[src/design/icrle_pkg.sv]
// ----------------------------------------------------------------------------
// icrle_pkg
// Types and constants shared by the channel run-length encoder modules.
// ----------------------------------------------------------------------------
package icrle_pkg;

	// Largest run or literal block, in bytes.
	localparam int unsigned BLOCK_MAX_DEF = 127;

	localparam int unsigned BYTE_W  = 8;
	localparam int unsigned COUNT_W = 3;
	localparam int unsigned TOTAL_W = 16;

	// A run header is 0x80 + count - 3, which is count + 0x7D.
	localparam logic [BYTE_W-1:0] RUN_HDR_BIAS = 8'h7D;

	typedef enum logic [1:0] {
		MODE_IDLE,
		MODE_RUN,
		MODE_LIT
	} blk_mode_t;

	typedef enum logic [2:0] {
		SQ_IDLE,
		SQ_OP,
		SQ_RUN_HDR,
		SQ_RUN_VAL,
		SQ_LIT_HDR,
		SQ_LIT_EM,
		SQ_END
	} seq_state_t;

	// Sequencer to packer: one encoded byte, or the end of a burst.
	typedef struct packed {
		logic              put;
		logic [BYTE_W-1:0] data;
		logic              close;
		logic              done;
	} pk_req_t;

	// Packer to sequencer.
	typedef struct packed {
		logic can_put;
		logic can_close;
	} pk_stat_t;

endpackage

[src/design/icrle_in_if.sv]
// ----------------------------------------------------------------------------
// icrle_in_if
// Input channel of the encoder: one channel byte per request.
// ----------------------------------------------------------------------------
interface icrle_in_if;
	logic       valid;
	logic       ready;
	logic [7:0] sample;
	logic       last_sample;

	modport source (output valid, output sample, output last_sample, input ready);
	modport sink (input valid, input sample, input last_sample, output ready);
endinterface

[src/design/icrle_out_if.sv]
// ----------------------------------------------------------------------------
// icrle_out_if
// Output channel of the encoder: up to four encoded bytes per request.
// ----------------------------------------------------------------------------
interface icrle_out_if;
	logic        valid;
	logic        ready;
	logic [7:0]  byte_a;
	logic [7:0]  byte_b;
	logic [7:0]  byte_c;
	logic [7:0]  byte_d;
	logic [2:0]  byte_count;
	logic        last_of_burst;
	logic        stream_done;
	logic [15:0] total_length;

	modport source (output valid, output byte_a, output byte_b, output byte_c,
		output byte_d, output byte_count, output last_of_burst, output stream_done,
		output total_length, input ready);
	modport sink (input valid, input byte_a, input byte_b, input byte_c,
		input byte_d, input byte_count, input last_of_burst, input stream_done,
		input total_length, output ready);
endinterface

[src/design/icon_channel_rle_encoder.sv]
// ----------------------------------------------------------------------------
// icon_channel_rle_encoder
// PackBits-style run-length encoder for one byte channel of a pixel stream.
// ----------------------------------------------------------------------------
// The input channel takes one channel byte per request; last_sample marks the
// final byte of a channel. The output channel carries the encoded bytes up to
// four per request. last_of_burst flags the final request caused by one input
// request, and stream_done flags the final request of the channel, whose
// total_length is the full encoded length, held at 0xFFFF if it overflows.
// Three or more equal bytes become a run (header 0x80+count-3, then the
// value); other bytes gather into a literal block (header count-1, then the
// bytes) held in a single-port-per-side synchronous memory.
// Timing: the sequencer handles one input request at a time and the input is
// ready only while it is idle. A request that only fills the lookahead window
// leaves the sequencer idle. Any other request goes through its code
// operations, the header and bytes of each block it writes out and, at the
// end, the close of its burst; the memory read port and the packer, which
// takes one byte per cycle while it has room for it, pace the bytes out.
// Reset clears the lookahead window, block state and byte counter; the
// literal memory needs no clearing since an entry is always written before
// it is read. After a last_sample request the block returns to that state.
// When the receiver stalls, the output register holds its request and the
// sequencer waits as soon as the packer has a full word it cannot hand on.
// ----------------------------------------------------------------------------
module icon_channel_rle_encoder #(
	parameter int unsigned MAX_BLOCK = icrle_pkg::BLOCK_MAX_DEF
) (
	input  logic      clk,
	input  logic      arst_n,
	icrle_in_if.sink  in_ch,
	icrle_out_if.source out_ch
);
	import icrle_pkg::*;

	localparam int unsigned AW    = $clog2(MAX_BLOCK);
	localparam int unsigned LEN_W = $clog2(MAX_BLOCK + 1);

	// Sequencer and block state.
	seq_state_t        state_q, state_d;
	blk_mode_t         mode_q, mode_d;
	logic [LEN_W-1:0]  run_len_q, run_len_d;
	logic [LEN_W-1:0]  lit_len_q, lit_len_d;
	logic [AW-1:0]     rd_idx_q, rd_idx_d;
	logic              adv_q, adv_d;
	logic              last_q;
	logic [BYTE_W-1:0] run_val_q, run_val_d;

	// Lookahead window: two bytes and a fill count.
	logic [BYTE_W-1:0] la0_q, la1_q;
	logic [1:0]        lav_q;

	// Pending code operations of the current request, consumed from entry 0.
	logic [BYTE_W-1:0] op_byte_q [3];
	logic [2:0]        op_trip_q;
	logic [1:0]        op_cnt_q;

	// Literal memory.
	logic [BYTE_W-1:0] lit_mem [MAX_BLOCK];
	logic [BYTE_W-1:0] rd_data_q;
	logic              wr_en, rd_en;
	logic [AW-1:0]     wr_addr, rd_addr;
	logic [BYTE_W-1:0] wr_data;

	// Values loaded when a request is accepted.
	logic              accept, acc_trip, shift;
	logic [BYTE_W-1:0] acc_b [3];
	logic [2:0]        acc_t;
	logic [1:0]        acc_cnt, lav_d;
	logic [BYTE_W-1:0] la0_d, la1_d;

	logic [LEN_W-1:0]  run_inc, lit_inc;
	logic              have_op;

	pk_req_t  pk_req;
	pk_stat_t pk_stat;

	assign in_ch.ready = (state_q == SQ_IDLE);
	assign accept      = in_ch.valid && in_ch.ready;

	// Turn one request into up to three code operations. The first one may
	// start a run; at the end of a channel the window is drained as plain bytes.
	always_comb begin
		acc_trip = (la0_q == la1_q) && (la1_q == in_ch.sample);
		acc_b[0] = in_ch.sample;
		acc_b[1] = in_ch.sample;
		acc_b[2] = in_ch.sample;
		acc_t    = '0;
		acc_cnt  = '0;
		la0_d    = la0_q;
		la1_d    = la1_q;
		lav_d    = lav_q;
		case (lav_q)
			2'd0: begin
				acc_cnt = in_ch.last_sample ? 2'd1 : 2'd0;
				la0_d   = in_ch.sample;
				lav_d   = 2'd1;
			end
			2'd1: begin
				acc_b[0] = la0_q;
				acc_cnt  = in_ch.last_sample ? 2'd2 : 2'd0;
				la1_d    = in_ch.sample;
				lav_d    = 2'd2;
			end
			default: begin
				acc_b[0] = la0_q;
				acc_t[0] = acc_trip;
				acc_b[1] = la1_q;
				acc_cnt  = in_ch.last_sample ? 2'd3 : 2'd1;
				la0_d    = la1_q;
				la1_d    = in_ch.sample;
				lav_d    = 2'd2;
			end
		endcase
		if (in_ch.last_sample) begin
			lav_d = 2'd0;
		end
	end

	assign have_op = (op_cnt_q != 2'd0);
	assign run_inc = run_len_q + LEN_W'(1);
	assign lit_inc = lit_len_q + LEN_W'(1);

	always_ff @(posedge clk or negedge arst_n) begin
		if (!arst_n) begin
			state_q   <= SQ_IDLE;
			mode_q    <= MODE_IDLE;
			run_len_q <= '0;
			lit_len_q <= '0;
			rd_idx_q  <= '0;
			adv_q     <= 1'b0;
			last_q    <= 1'b0;
			lav_q     <= '0;
			op_cnt_q  <= '0;
		end else begin
			state_q   <= state_d;
			mode_q    <= mode_d;
			run_len_q <= run_len_d;
			lit_len_q <= lit_len_d;
			rd_idx_q  <= rd_idx_d;
			adv_q     <= adv_d;
			if (accept) begin
				last_q   <= in_ch.last_sample;
				lav_q    <= lav_d;
				op_cnt_q <= acc_cnt;
			end else if (shift) begin
				op_cnt_q <= op_cnt_q - 2'd1;
			end
		end
	end

	always_ff @(posedge clk) begin
		run_val_q <= run_val_d;
		if (accept) begin
			la0_q     <= la0_d;
			la1_q     <= la1_d;
			op_byte_q <= acc_b;
			op_trip_q <= acc_t;
		end else if (shift) begin
			op_byte_q[0] <= op_byte_q[1];
			op_byte_q[1] <= op_byte_q[2];
			op_trip_q    <= {1'b0, op_trip_q[2:1]};
		end
	end

	always_ff @(posedge clk) begin
		if (wr_en) begin
			lit_mem[wr_addr] <= wr_data;
		end
		if (rd_en) begin
			rd_data_q <= lit_mem[rd_addr];
		end
	end

	// Sequencer. A flush leaves the mode idle; with adv_q clear the same
	// operation is then taken again and opens the next block.
	always_comb begin
		state_d   = state_q;
		mode_d    = mode_q;
		run_len_d = run_len_q;
		lit_len_d = lit_len_q;
		run_val_d = run_val_q;
		rd_idx_d  = rd_idx_q;
		adv_d     = adv_q;
		shift     = 1'b0;
		wr_en     = 1'b0;
		wr_addr   = lit_len_q[AW-1:0];
		wr_data   = op_byte_q[0];
		rd_en     = 1'b0;
		rd_addr   = '0;
		pk_req    = '0;
		pk_req.done = last_q;
		case (state_q)
			SQ_IDLE: begin
				if (accept && ((acc_cnt != 2'd0) || in_ch.last_sample)) begin
					state_d = SQ_OP;
				end
			end
			SQ_OP: begin
				if (!have_op) begin
					adv_d = 1'b0;
					if (last_q && (mode_q == MODE_RUN)) begin
						state_d = SQ_RUN_HDR;
					end else if (last_q && (mode_q == MODE_LIT)) begin
						state_d = SQ_LIT_HDR;
					end else begin
						state_d = SQ_END;
					end
				end else begin
					case (mode_q)
						MODE_RUN: begin
							if (op_byte_q[0] == run_val_q) begin
								run_len_d = run_inc;
								if (run_inc == LEN_W'(MAX_BLOCK)) begin
									adv_d   = 1'b1;
									state_d = SQ_RUN_HDR;
								end else begin
									shift = 1'b1;
								end
							end else begin
								adv_d   = 1'b0;
								state_d = SQ_RUN_HDR;
							end
						end
						MODE_LIT: begin
							if (op_trip_q[0]) begin
								adv_d   = 1'b0;
								state_d = SQ_LIT_HDR;
							end else begin
								wr_en     = 1'b1;
								lit_len_d = lit_inc;
								if (lit_inc == LEN_W'(MAX_BLOCK)) begin
									adv_d   = 1'b1;
									state_d = SQ_LIT_HDR;
								end else begin
									shift = 1'b1;
								end
							end
						end
						default: begin
							shift = 1'b1;
							if (op_trip_q[0]) begin
								mode_d    = MODE_RUN;
								run_val_d = op_byte_q[0];
								run_len_d = LEN_W'(1);
							end else begin
								mode_d    = MODE_LIT;
								wr_en     = 1'b1;
								wr_addr   = '0;
								lit_len_d = LEN_W'(1);
							end
						end
					endcase
					// Last operation of a request that needs no final flush.
					if (shift && (op_cnt_q == 2'd1) && !last_q) begin
						state_d = SQ_END;
					end
				end
			end
			SQ_RUN_HDR: begin
				if (pk_stat.can_put) begin
					pk_req.put  = 1'b1;
					pk_req.data = BYTE_W'(run_len_q) + RUN_HDR_BIAS;
					state_d     = SQ_RUN_VAL;
				end
			end
			SQ_RUN_VAL: begin
				if (pk_stat.can_put) begin
					pk_req.put  = 1'b1;
					pk_req.data = run_val_q;
					mode_d      = MODE_IDLE;
					run_len_d   = '0;
					shift       = adv_q;
					state_d     = SQ_OP;
				end
			end
			SQ_LIT_HDR: begin
				if (pk_stat.can_put) begin
					pk_req.put  = 1'b1;
					pk_req.data = BYTE_W'(lit_len_q) - BYTE_W'(1);
					rd_en       = 1'b1;
					rd_addr     = '0;
					rd_idx_d    = '0;
					state_d     = SQ_LIT_EM;
				end
			end
			SQ_LIT_EM: begin
				if (pk_stat.can_put) begin
					pk_req.put  = 1'b1;
					pk_req.data = rd_data_q;
					if ((LEN_W'(rd_idx_q) + LEN_W'(1)) < lit_len_q) begin
						rd_en    = 1'b1;
						rd_addr  = rd_idx_q + AW'(1);
						rd_idx_d = rd_idx_q + AW'(1);
					end else begin
						mode_d    = MODE_IDLE;
						lit_len_d = '0;
						shift     = adv_q;
						state_d   = SQ_OP;
					end
				end
			end
			SQ_END: begin
				if (pk_stat.can_close) begin
					pk_req.close = 1'b1;
					state_d      = SQ_IDLE;
				end
			end
			default: begin
				state_d = SQ_IDLE;
			end
		endcase
	end

	icrle_packer u_packer (
		.clk    (clk),
		.arst_n (arst_n),
		.req    (pk_req),
		.stat   (pk_stat),
		.out_ch (out_ch)
	);

	// Block lengths never pass the configured maximum.
	a_len_bound: assert property (@(posedge clk) disable iff (!arst_n)
		(run_len_q <= LEN_W'(MAX_BLOCK)) && (lit_len_q <= LEN_W'(MAX_BLOCK)))
		else $error("block length beyond MAX_BLOCK");

	// An open literal block always holds at least one byte.
	a_lit_nonempty: assert property (@(posedge clk) disable iff (!arst_n)
		(mode_q == MODE_LIT) |-> (lit_len_q != '0))
		else $error("literal block open but empty");

	// The sequencer only hands a byte to the packer when it has room.
	a_put_room: assert property (@(posedge clk) disable iff (!arst_n)
		pk_req.put |-> pk_stat.can_put)
		else $error("byte pushed while packer full");

	// After the end of a channel the block is back in its reset state.
	a_end_clean: assert property (@(posedge clk) disable iff (!arst_n)
		((state_q == SQ_IDLE) && last_q) |-> ((mode_q == MODE_IDLE) && (lav_q == 2'd0)))
		else $error("state left over after end of channel");

endmodule

[src/design/icrle_packer.sv]
// ----------------------------------------------------------------------------
// icrle_packer
// Collects encoded bytes four to a word and drives the output register.
// ----------------------------------------------------------------------------
module icrle_packer (
	input  logic              clk,
	input  logic              arst_n,
	input  icrle_pkg::pk_req_t  req,
	output icrle_pkg::pk_stat_t stat,
	icrle_out_if.source       out_ch
);
	import icrle_pkg::*;

	logic [BYTE_W-1:0]  pk_q [4];
	logic [COUNT_W-1:0] cnt_q;
	logic [TOTAL_W-1:0] emitted_q;
	logic               out_valid_q;
	logic [BYTE_W-1:0]  byte_a_q, byte_b_q, byte_c_q, byte_d_q;
	logic [COUNT_W-1:0] count_q;
	logic               burst_end_q, done_q;
	logic [TOTAL_W-1:0] total_q;

	logic               out_free, load_full, load_close, load;
	logic [TOTAL_W:0]   sum;
	logic [TOTAL_W-1:0] total;

	// A full word is held back until the next byte shows it is not the last.
	assign out_free   = !out_valid_q || out_ch.ready;
	assign load_full  = req.put && (cnt_q == COUNT_W'(4));
	assign load_close = req.close && (cnt_q != '0);
	assign load       = load_full || load_close;

	assign sum   = {1'b0, emitted_q} + (TOTAL_W+1)'(cnt_q);
	assign total = sum[TOTAL_W] ? '1 : sum[TOTAL_W-1:0];

	assign stat.can_put   = (cnt_q != COUNT_W'(4)) || out_free;
	assign stat.can_close = out_free;

	always_ff @(posedge clk or negedge arst_n) begin
		if (!arst_n) begin
			out_valid_q <= 1'b0;
			cnt_q       <= '0;
			emitted_q   <= '0;
		end else begin
			if (load) begin
				out_valid_q <= 1'b1;
			end else if (out_ch.ready) begin
				out_valid_q <= 1'b0;
			end
			if (req.put) begin
				cnt_q <= (cnt_q == COUNT_W'(4)) ? COUNT_W'(1) : cnt_q + COUNT_W'(1);
			end else if (req.close) begin
				cnt_q <= '0;
			end
			if (req.close && req.done) begin
				emitted_q <= '0;
			end else if (load) begin
				emitted_q <= total;
			end
		end
	end

	always_ff @(posedge clk) begin
		if (req.put) begin
			pk_q[cnt_q[1:0]] <= req.data;
		end
		if (load) begin
			byte_a_q    <= pk_q[0];
			byte_b_q    <= (cnt_q > COUNT_W'(1)) ? pk_q[1] : '0;
			byte_c_q    <= (cnt_q > COUNT_W'(2)) ? pk_q[2] : '0;
			byte_d_q    <= (cnt_q > COUNT_W'(3)) ? pk_q[3] : '0;
			count_q     <= cnt_q;
			burst_end_q <= load_close;
			done_q      <= load_close && req.done;
			total_q     <= total;
		end
	end

	assign out_ch.valid         = out_valid_q;
	assign out_ch.byte_a        = byte_a_q;
	assign out_ch.byte_b        = byte_b_q;
	assign out_ch.byte_c        = byte_c_q;
	assign out_ch.byte_d        = byte_d_q;
	assign out_ch.byte_count    = count_q;
	assign out_ch.last_of_burst = burst_end_q;
	assign out_ch.stream_done   = done_q;
	assign out_ch.total_length  = total_q;

endmodule

[src/flat_wrapper.sv]
// flat-port wrapper written by rule: the top's interface ports become plain ports
module icon_channel_rle_encoder_flat import icrle_pkg::*;
#(
	parameter int unsigned MAX_BLOCK = icrle_pkg::BLOCK_MAX_DEF
)
  (clk, arst_n, in_ch_valid, in_ch_sample, in_ch_last_sample, in_ch_ready, out_ch_valid, out_ch_byte_a, out_ch_byte_b, out_ch_byte_c, out_ch_byte_d, out_ch_byte_count, out_ch_last_of_burst, out_ch_stream_done, out_ch_total_length, out_ch_ready);
  icrle_in_if in_ch_i ();
  icrle_out_if out_ch_i ();
  input  logic clk;
  input  logic arst_n;
  input wire logic [$bits(in_ch_i.valid)-1:0] in_ch_valid;
  input wire logic [$bits(in_ch_i.sample)-1:0] in_ch_sample;
  input wire logic [$bits(in_ch_i.last_sample)-1:0] in_ch_last_sample;
  output wire logic [$bits(in_ch_i.ready)-1:0] in_ch_ready;
  output wire logic [$bits(out_ch_i.valid)-1:0] out_ch_valid;
  output wire logic [$bits(out_ch_i.byte_a)-1:0] out_ch_byte_a;
  output wire logic [$bits(out_ch_i.byte_b)-1:0] out_ch_byte_b;
  output wire logic [$bits(out_ch_i.byte_c)-1:0] out_ch_byte_c;
  output wire logic [$bits(out_ch_i.byte_d)-1:0] out_ch_byte_d;
  output wire logic [$bits(out_ch_i.byte_count)-1:0] out_ch_byte_count;
  output wire logic [$bits(out_ch_i.last_of_burst)-1:0] out_ch_last_of_burst;
  output wire logic [$bits(out_ch_i.stream_done)-1:0] out_ch_stream_done;
  output wire logic [$bits(out_ch_i.total_length)-1:0] out_ch_total_length;
  input wire logic [$bits(out_ch_i.ready)-1:0] out_ch_ready;
  assign in_ch_i.valid = in_ch_valid;
  assign in_ch_i.sample = in_ch_sample;
  assign in_ch_i.last_sample = in_ch_last_sample;
  assign in_ch_ready = in_ch_i.ready;
  assign out_ch_valid = out_ch_i.valid;
  assign out_ch_byte_a = out_ch_i.byte_a;
  assign out_ch_byte_b = out_ch_i.byte_b;
  assign out_ch_byte_c = out_ch_i.byte_c;
  assign out_ch_byte_d = out_ch_i.byte_d;
  assign out_ch_byte_count = out_ch_i.byte_count;
  assign out_ch_last_of_burst = out_ch_i.last_of_burst;
  assign out_ch_stream_done = out_ch_i.stream_done;
  assign out_ch_total_length = out_ch_i.total_length;
  assign out_ch_i.ready = out_ch_ready;
  icon_channel_rle_encoder #(.MAX_BLOCK(MAX_BLOCK)) u_core (.clk(clk), .arst_n(arst_n), .in_ch(in_ch_i), .out_ch(out_ch_i));
endmodule
[config.mk]
export PLATFORM = sky130hd
export DESIGN_NAME = icon_channel_rle_encoder_flat
export DESIGN_NICKNAME = d
export VERILOG_FILES = /design/src/design/icrle_pkg.sv /design/src/design/icrle_in_if.sv /design/src/design/icrle_out_if.sv /design/src/design/icon_channel_rle_encoder.sv /design/src/design/icrle_packer.sv /design/src/flat_wrapper.sv
export SDC_FILE = /design/constraint.sdc
export NUM_CORES = 2
export LEC_CHECK = 0
export ABC_AREA = 0
export ABC_CLOCK_PERIOD_IN_PS = 6760
export BUFFER_PORTS_ARGS = -buffer_cell sky130_fd_sc_hd__buf_2
export CELL_PAD_IN_SITES_DETAIL_PLACEMENT = 0
export CELL_PAD_IN_SITES_GLOBAL_PLACEMENT = 1
export CORE_MARGIN = 4
export CORE_UTILIZATION = 29
export DETAILED_ROUTE_END_ITERATION = 10
export PLACE_DENSITY_LB_ADDON = 0.1
export SLEW_MARGIN = 10
export SYNTH_ARGS = -nofsm -noshare
export SYNTH_HDL_FRONTEND = slang
export SYNTH_SLANG_ARGS = --single-unit
[constraint.sdc]
create_clock -name clk -period 6.76 [get_ports clk]
set_input_delay 1.352 -clock clk [delete_from_list [all_inputs] [get_ports clk]]
set_output_delay 1.352 -clock clk [all_outputs]
set_load 0.05 [all_outputs]
==> Word-level counts from Yosys, hierarchy flattened <==
Memories as Yosys holds them, arrays and structs flattened. A register that Yosys moved wholly into a read port is not among the register bits.
Index checks and enable logic that the tools add are counted.
{ "word_totals": {"ff_bits": 122, "mem_bits_rw": 1048, "out_inout_bits": 55, "elab_cells": 230, "mem_count": 2} }
{ "mem_list": {"columns": ["memory", "words", "width", "read_ports", "rd_ports_with_merged_regs", "wr", "line", "source"], "rows": [
  ["u_core.lit_mem", 127, 8, 1, 1, 1, "icon_channel_rle_encoder.sv:58", "logic [BYTE_W-1:0] lit_mem [MAX_BLOCK];"],
  ["u_core.u_packer.pk_q", 4, 8, 4, 4, 1, "icrle_packer.sv:14", "logic [BYTE_W-1:0] pk_q [4];"]
]} }
{ "op_classes": {"add_sub_neg": 8, "order_cmp": 4, "n_eq_ne": 38, "n_mux": 108, "bitwise": 3, "n_reduce_logical": 44} }
{ "ops": {"columns": ["operator", "count"], "rows": [
  ["two-way mux 7 bit", 18],
  ["two-way mux 16 bit", 5],
  ["case mux 7 bit (2 select lines)", 5],
  ["two-way mux 3 bit", 17],
  ["two-way mux 9 bit", 4],
  ["case mux 9 bit (4 select lines)", 1],
  ["two-way mux 1 bit", 34],
  ["two-way mux 2 bit", 13],
  ["== test 8 bit", 3],
  ["adder 7 x 1 -> 7 bit (second input constant)", 3],
  ["case mux 3 bit (7 select lines)", 1],
  ["AND reduction 6 bit", 3],
  ["nonzero test 2 bit", 9],
  ["adder 16 x 3 -> 17 bit", 1],
  ["two-way mux 8 bit", 2],
  ["case mux 8 bit (2 select lines)", 1],
  ["== test 7 bit (second input constant)", 2],
  ["inequality test 2 bit (second input constant)", 7],
  ["== test 3 bit (second input constant)", 4],
  ["inequality test 2 x 1 -> 1 bit (second input constant)", 6],
  ["AND reduction 4 bit", 3],
  ["logical AND 1 bit", 11],
  ["AND reduction 10 bit", 1],
  ["inequality test 3 bit (second input constant)", 3],
  ["other kinds (30)", 48]
]} }

==> Depth between registers and ports, before layout <==
{ "depth": {"depth_word": 12, "mapped_depth": 22, "ltp_nobuf": 15} }

==> By module <==
Synthesis repeated with hierarchy kept, for this count alone.
{ "unflattened": {"hier_cells": 3321, "area_unflattened_um2": 49643.9} }
{ "by_module_without_submodules": {"columns": ["mod", "n_inst", "cells_per_inst", "area_each_um2"], "rows": [
  ["icon_channel_rle_encoder", 1, 3031, 45388.5],
  ["icrle_packer", 1, 290, 4255.3]
]} }

==> Worst setup path after synthesis <==
No wires, ideal clock.
{ "synth_path": {"path_kind": "in2reg", "start": "in out_ch_ready", "end": "reg u_core.u_packer.emitted_q[10]", "setup_time_ns": 0.222, "arrival_ns": 4.694, "required_ns": 6.538, "setup_slack_ns": 1.844, "path_stages": 8, "path_buffers": 2, "path_cell_list": "and4b_1 -> clkbuf_1 -> a21oi_1 -> and2_1 -> nor2_1 -> nor2_2 -> clkbuf_1 -> a311oi_1"} }
{ "synth_between": {"elab_chain_cells": 7} }
{ "synth_lines": {"columns": ["element", "line", "source"], "rows": [
  ["start: declaration", "flat_wrapper.sv:24", "input wire logic [$bits(out_ch_i.ready)-1:0] out_ch_ready;"],
  ["logical OR 1 bit *", "icrle_packer.sv:28", "assign out_free = !out_valid_q || out_ch.ready;"],
  ["logical OR 1 bit", "icrle_packer.sv:36", "assign stat.can_put = (cnt_q != COUNT_W'(4)) || out_free;"],
  ["two-way mux 9 bit (on tied branches)", null, null],
  ["case mux 9 bit (4 select lines)", "icon_channel_rle_encoder.sv:192", "case (state_q)"],
  ["logical AND 1 bit", "icrle_packer.sv:29", "assign load_full = req.put && (cnt_q == COUNT_W'(4));"],
  ["logical OR 1 bit *", "icrle_packer.sv:31", "assign load = load_full || load_close;"],
  ["via u_core.u_packer.load", "icrle_packer.sv:23", "logic out_free, load_full, load_close, load;"],
  ["nonzero test 2 bit (no source line) *", null, null],
  ["end signal: assignment", "icrle_packer.sv:58", "emitted_q <= total;"],
  ["end: declaration", "icrle_packer.sv:16", "logic [TOTAL_W-1:0] emitted_q;"]
]} }
Mark *: on every way through the listed nets, which the timed path passes. The rest lies on a longest branch.
A chain may end at the register's enable or synchronous reset.

==> Worst setup path after layout <==
{ "layout_path": {"start": "reg u_core.rd_idx_q[0]", "end": "reg u_core.rd_data_q[0], read port of u_core.lit_mem, data pin"} }
{ "layout_between": {"elab_chain_cells": 5} }
{ "layout_lines": {"columns": ["element", "line", "source"], "rows": [
  ["start: declaration", "icon_channel_rle_encoder.sv:43", "logic [AW-1:0] rd_idx_q, rd_idx_d;"],
  ["start signal: assignment", "icon_channel_rle_encoder.sv:139", "rd_idx_q <= rd_idx_d;"],
  ["adder 7 x 1 -> 7 bit *", "icon_channel_rle_encoder.sv:290, icon_channel_rle_encoder.sv:292", null],
  ["< comparator 7 bit", "icon_channel_rle_encoder.sv:290", "if ((LEN_W'(rd_idx_q) + LEN_W'(1)) < lit_len_q) begin"],
  ["two-way mux 1 bit / two-way mux 7 bit (equally long branches)", "icon_channel_rle_encoder.sv:290", null],
  ["two-way mux 1 bit / two-way mux 7 bit (equally long branches)", "icon_channel_rle_encoder.sv:287", "if (pk_stat.can_put) begin"],
  ["case mux 1 bit (2 select lines) / two-way mux 7 bit (equally long branches)", null, null],
  ["end: declaration", "icon_channel_rle_encoder.sv:59", "logic [BYTE_W-1:0] rd_data_q;"]
]} }
Mark *: on every way between the ends. The rest lies on a longest branch, timed or not.

==> reports/metrics.yaml <==
maxCapViolations: 0
ys_warn_count: 0
hold_violations: 0
rows: 151
max_stage_delay_ns: 1.02
critical-path-top-delay-family: "compound AO/OA/AOI/OAI gates"
syn_inst: 3375
synth_area_leader_cell: "edfxtp_1"
routed_wl_um: 185000
n_fill_cell: 16500
async_flop_share: 0.0430
area_delta_synth_final_pct: 15.8
powerDensity_nw_per_um2: 462
multi_input_area_um2: 12500
netlist_top_cells_area: "edfxtp_1 (70%), nand2_1 (3.2%), mux2i_1 (3.1%)"
synth.avg_cell_area_um2: 14.7
antenna_found_initial: 7
drcViolationCount: 0
dr.pass1.iters: 6
slew_headroom: 0.178
seqCellArea_um2: 36100
vdd_drop_max_uv: 297
wl_per_cell_um: 31.7
cts_buffer_depth: 3
grt_max_degree: 130
cp_data_required_time_ns: 7.22
status: "complete, no violations"
cts_tree: "built"
clock_sink_count: 1210
cts_root_buf: "clkbuf_16"
clkTransAtPathRegs_ns: 0.07
fin_nets: 3547
portBuffers: 67
grt_setup_unrepaired: "false"
post-dp-hpwl_um: 122000
grt_pass1_wl_um: 256000
cts_htree_levels: 4
slowest_stage: "a2111oi_0"
cts_setup_buffers: 0
hold_class: "reg -> reg"
track_usage: 0.203
cpMostUsedCell: "a21oi_1"
die-width_um: 421
leakage_nw: 18.5
vias: 31300
cts_inserted_buffers: 142
dieArea_um2: 177000
tightest_slew_ns: 1.23
arrival_ns: 6.45
yosys_most_used_dff: "edfxtp_1"
drive_gt1_frac: 0.141
fin_setup_tns_ns: 0
core_um2: 170000
maxSlewViolCount: 0
synth_cell_types: 85
ys_ff_latch: 1210
critPathCaptureType: "flip-flop"
synth.top_cell.area_share: 0.702
startpoint_type: "flip-flop"
viasPerCell: 5.35
crit_path_max_fanout: 38
critical_path.cell_chain: "ha_2, nand3_1, nor2_1, xnor2_1, inv_1, ha_1, a21oi_1, o21ai_1, a21oi_4, nand2_4, buf_4, o21ai_0, a21oi_1, a2111oi_0, or3_1, nand4_1"
seq_area_frac_synth: 0.728
setup_viol: 0
max_freq_mhz: 167
grt_overflow: 0
gp_congestion: 0.912
postCtsHoldBufs: 0
finalCriticalPeriod_ns: 5.99
synth_nets: 3413
syn_area_um2: 49500
drt_iter0_markers: 3312
insertion_delay_ns: 0.78
first_global_vias: 30700
p_total_mw: 26.5
worst-path-buf-inv: 2
period_share: 0.886
synth-edff-count: 1158
cts_resized: 0
start_util: 0.292
io_pins: 68
skew_ns: 0.0362
die_h_um: 421
ant_nets: 0
worst-setup-path-type: "reg -> reg"
per-stage QoR:
step | setup slack, ns | utilization | hold slack (ns) | std cells | area, um^2
6_report | 0.768 | 0.338 | 0.435 | 5845 | 57300
5_1_grt | 0.657 | 0.338 | 0.449 | 5841 | 57300
4_1_cts | 0.857 | 0.338 | 0.441 | 5841 | 57300
3_5_place_dp | 0.898 | 0.311 | 0.427 | 5583 | 52800
3_3_place_gp | 0.945 | 0.311 | 0.425 | 5583 | 52800
2_1_floorplan | 1.84 | - | 0.400 | 3375 | 49500
state kept, by name (all words and copies together) (netlist names), 7 cells and up:
name	flops
u_core.rd_data_q	8
u_core.wr_data	8
u_core.u_packer.emitted_q	16
u_core.op_byte_q	16
u_core.lit_mem	1016
u_core.u_packer.pk_q	32
u_core.lit_len_q	7
u_core.rd_idx_q	7
u_core.u_packer.out_ch.byte_c	8
u_core.run_len_q	7
u_core.u_packer.out_ch.byte_d	8
u_core.u_packer.out_ch.byte_a	8
u_core.la1_q	8
u_core.la0_q	8
u_core.run_val_q	8
u_core.u_packer.out_ch.total_length	16
u_core.u_packer.out_ch.byte_b	8
power breakdown:
group | internal [mW] | switching [mW]
Sequential | 9.83 | 0.389
Combinational | 2.04 | 6.73
Clock | 4.40 | 3.12
Total | 16.3 | 10.2
placed cells by master, fill, tap and decap left out, types with 27 or more instances in the layout:
cell and count:
mux4_2 57, nand2_1 416, a211oi_1 38, o21ai_0 155
clkbuf_16 147, mux2i_1 154, dfrtp_1 51, a21oi_1 164
o22ai_1 36, nor3_1 45, clkinv_1 36, a31oi_1 60
edfxtp_1 1158, nand3_1 90, nor2_1 257, inv_1 27
buf_2 67, clkbuf_1 27, mux2_2 28, buf_4 113
cell families (layout without fill, tap and decap cells):
group,Yosys count,after routing,share of synthesized area
buffers and inverters,227,475,0.0205
AO/OA/AOI/OAI,672,672,0.0888
XOR/XNOR,35,35,0.00619
multiplexers,241,241,0.0639
flip-flops,1210,1210,0.728
AND/OR/NAND/NOR,965,965,0.0860
adder cells (fa/ha/maj),25,25,0.00647
other,0,4,0
worst register-to-register path, delay by kind of cell (launching register included):
family | cells | cell delay (ns)
AND/OR/NAND/NOR | 5 | 1.22
flip-flops | 1 | 0.52
XOR/XNOR | 1 | 0.44
buffers and inverters | 2 | 0.58
AO/OA/AOI/OAI | 6 | 2.34
adder cells (fa/ha/maj) | 2 | 0.58
routing by layer:
layer  global-route usage  up-vias  part of all wire
met5                    0        -           0.00042
met1                0.287    16400              0.45
met2                0.313     1199              0.45
met3               0.0391      308             0.065
met4               0.0708        6             0.037
li1                     -    13400                 -
worst paths after layout:
kind / start / endpoint / slack, ns / cells after the start
max in group asynchronous: arst_n / u_core.rd_idx_q[0]$_DFFE_PN0P_ / 5.41 / 2
max: u_core.rd_idx_q[0]$_DFFE_PN0P_ / u_core.rd_data_q[0]$_DFFE_PP_ / 0.77 / 16
max reg2reg: u_core.rd_idx_q[0]$_DFFE_PN0P_ / u_core.rd_data_q[0]$_DFFE_PP_ / 0.77 / 16
min reg2reg: u_core.u_packer.pk_q[0][1]$_DFFE_PP_ / u_core.u_packer.out_ch.byte_a[1]$_DFFE_PP_ / 0.43 / 0
min: u_core.u_packer.pk_q[0][1]$_DFFE_PP_ / u_core.u_packer.out_ch.byte_a[1]$_DFFE_PP_ / 0.43 / 0
min in group asynchronous: arst_n / u_core.lav_q[1]$_DFFE_PN0P_ / 0.73 / 2
final cells by class:
| type | instances | area share |
|---|---|---|
| Antenna cell | 4 | 0.000175 |
| Sequential cell | 1210 | 0.629 |
| Inverter | 31 | 0.00212 |
| Tap cell | 2218 | 0.0484 |
| Clock buffer | 175 | 0.0662 |
| Clock inverter | 83 | 0.0125 |
| Timing Repair Buffer | 186 | 0.0227 |
| Multi-Input combinational cell | 1938 | 0.219 |
cells in the mapped netlist (28+ instances only):
cell / n
o22ai_1: 36
mux2_2: 28
dfrtp_1: 52
clkbuf_1: 93
nand2_1: 420
nand3_1: 90
a211oi_1: 38
nor3_1: 47
mux4_2: 57
edfxtp_1: 1158
a31oi_1: 60
mux2i_1: 154
a21oi_1: 166
nor2_1: 262
o21ai_0: 156
buf_2: 73
Power figures use the tool's default switching activity.
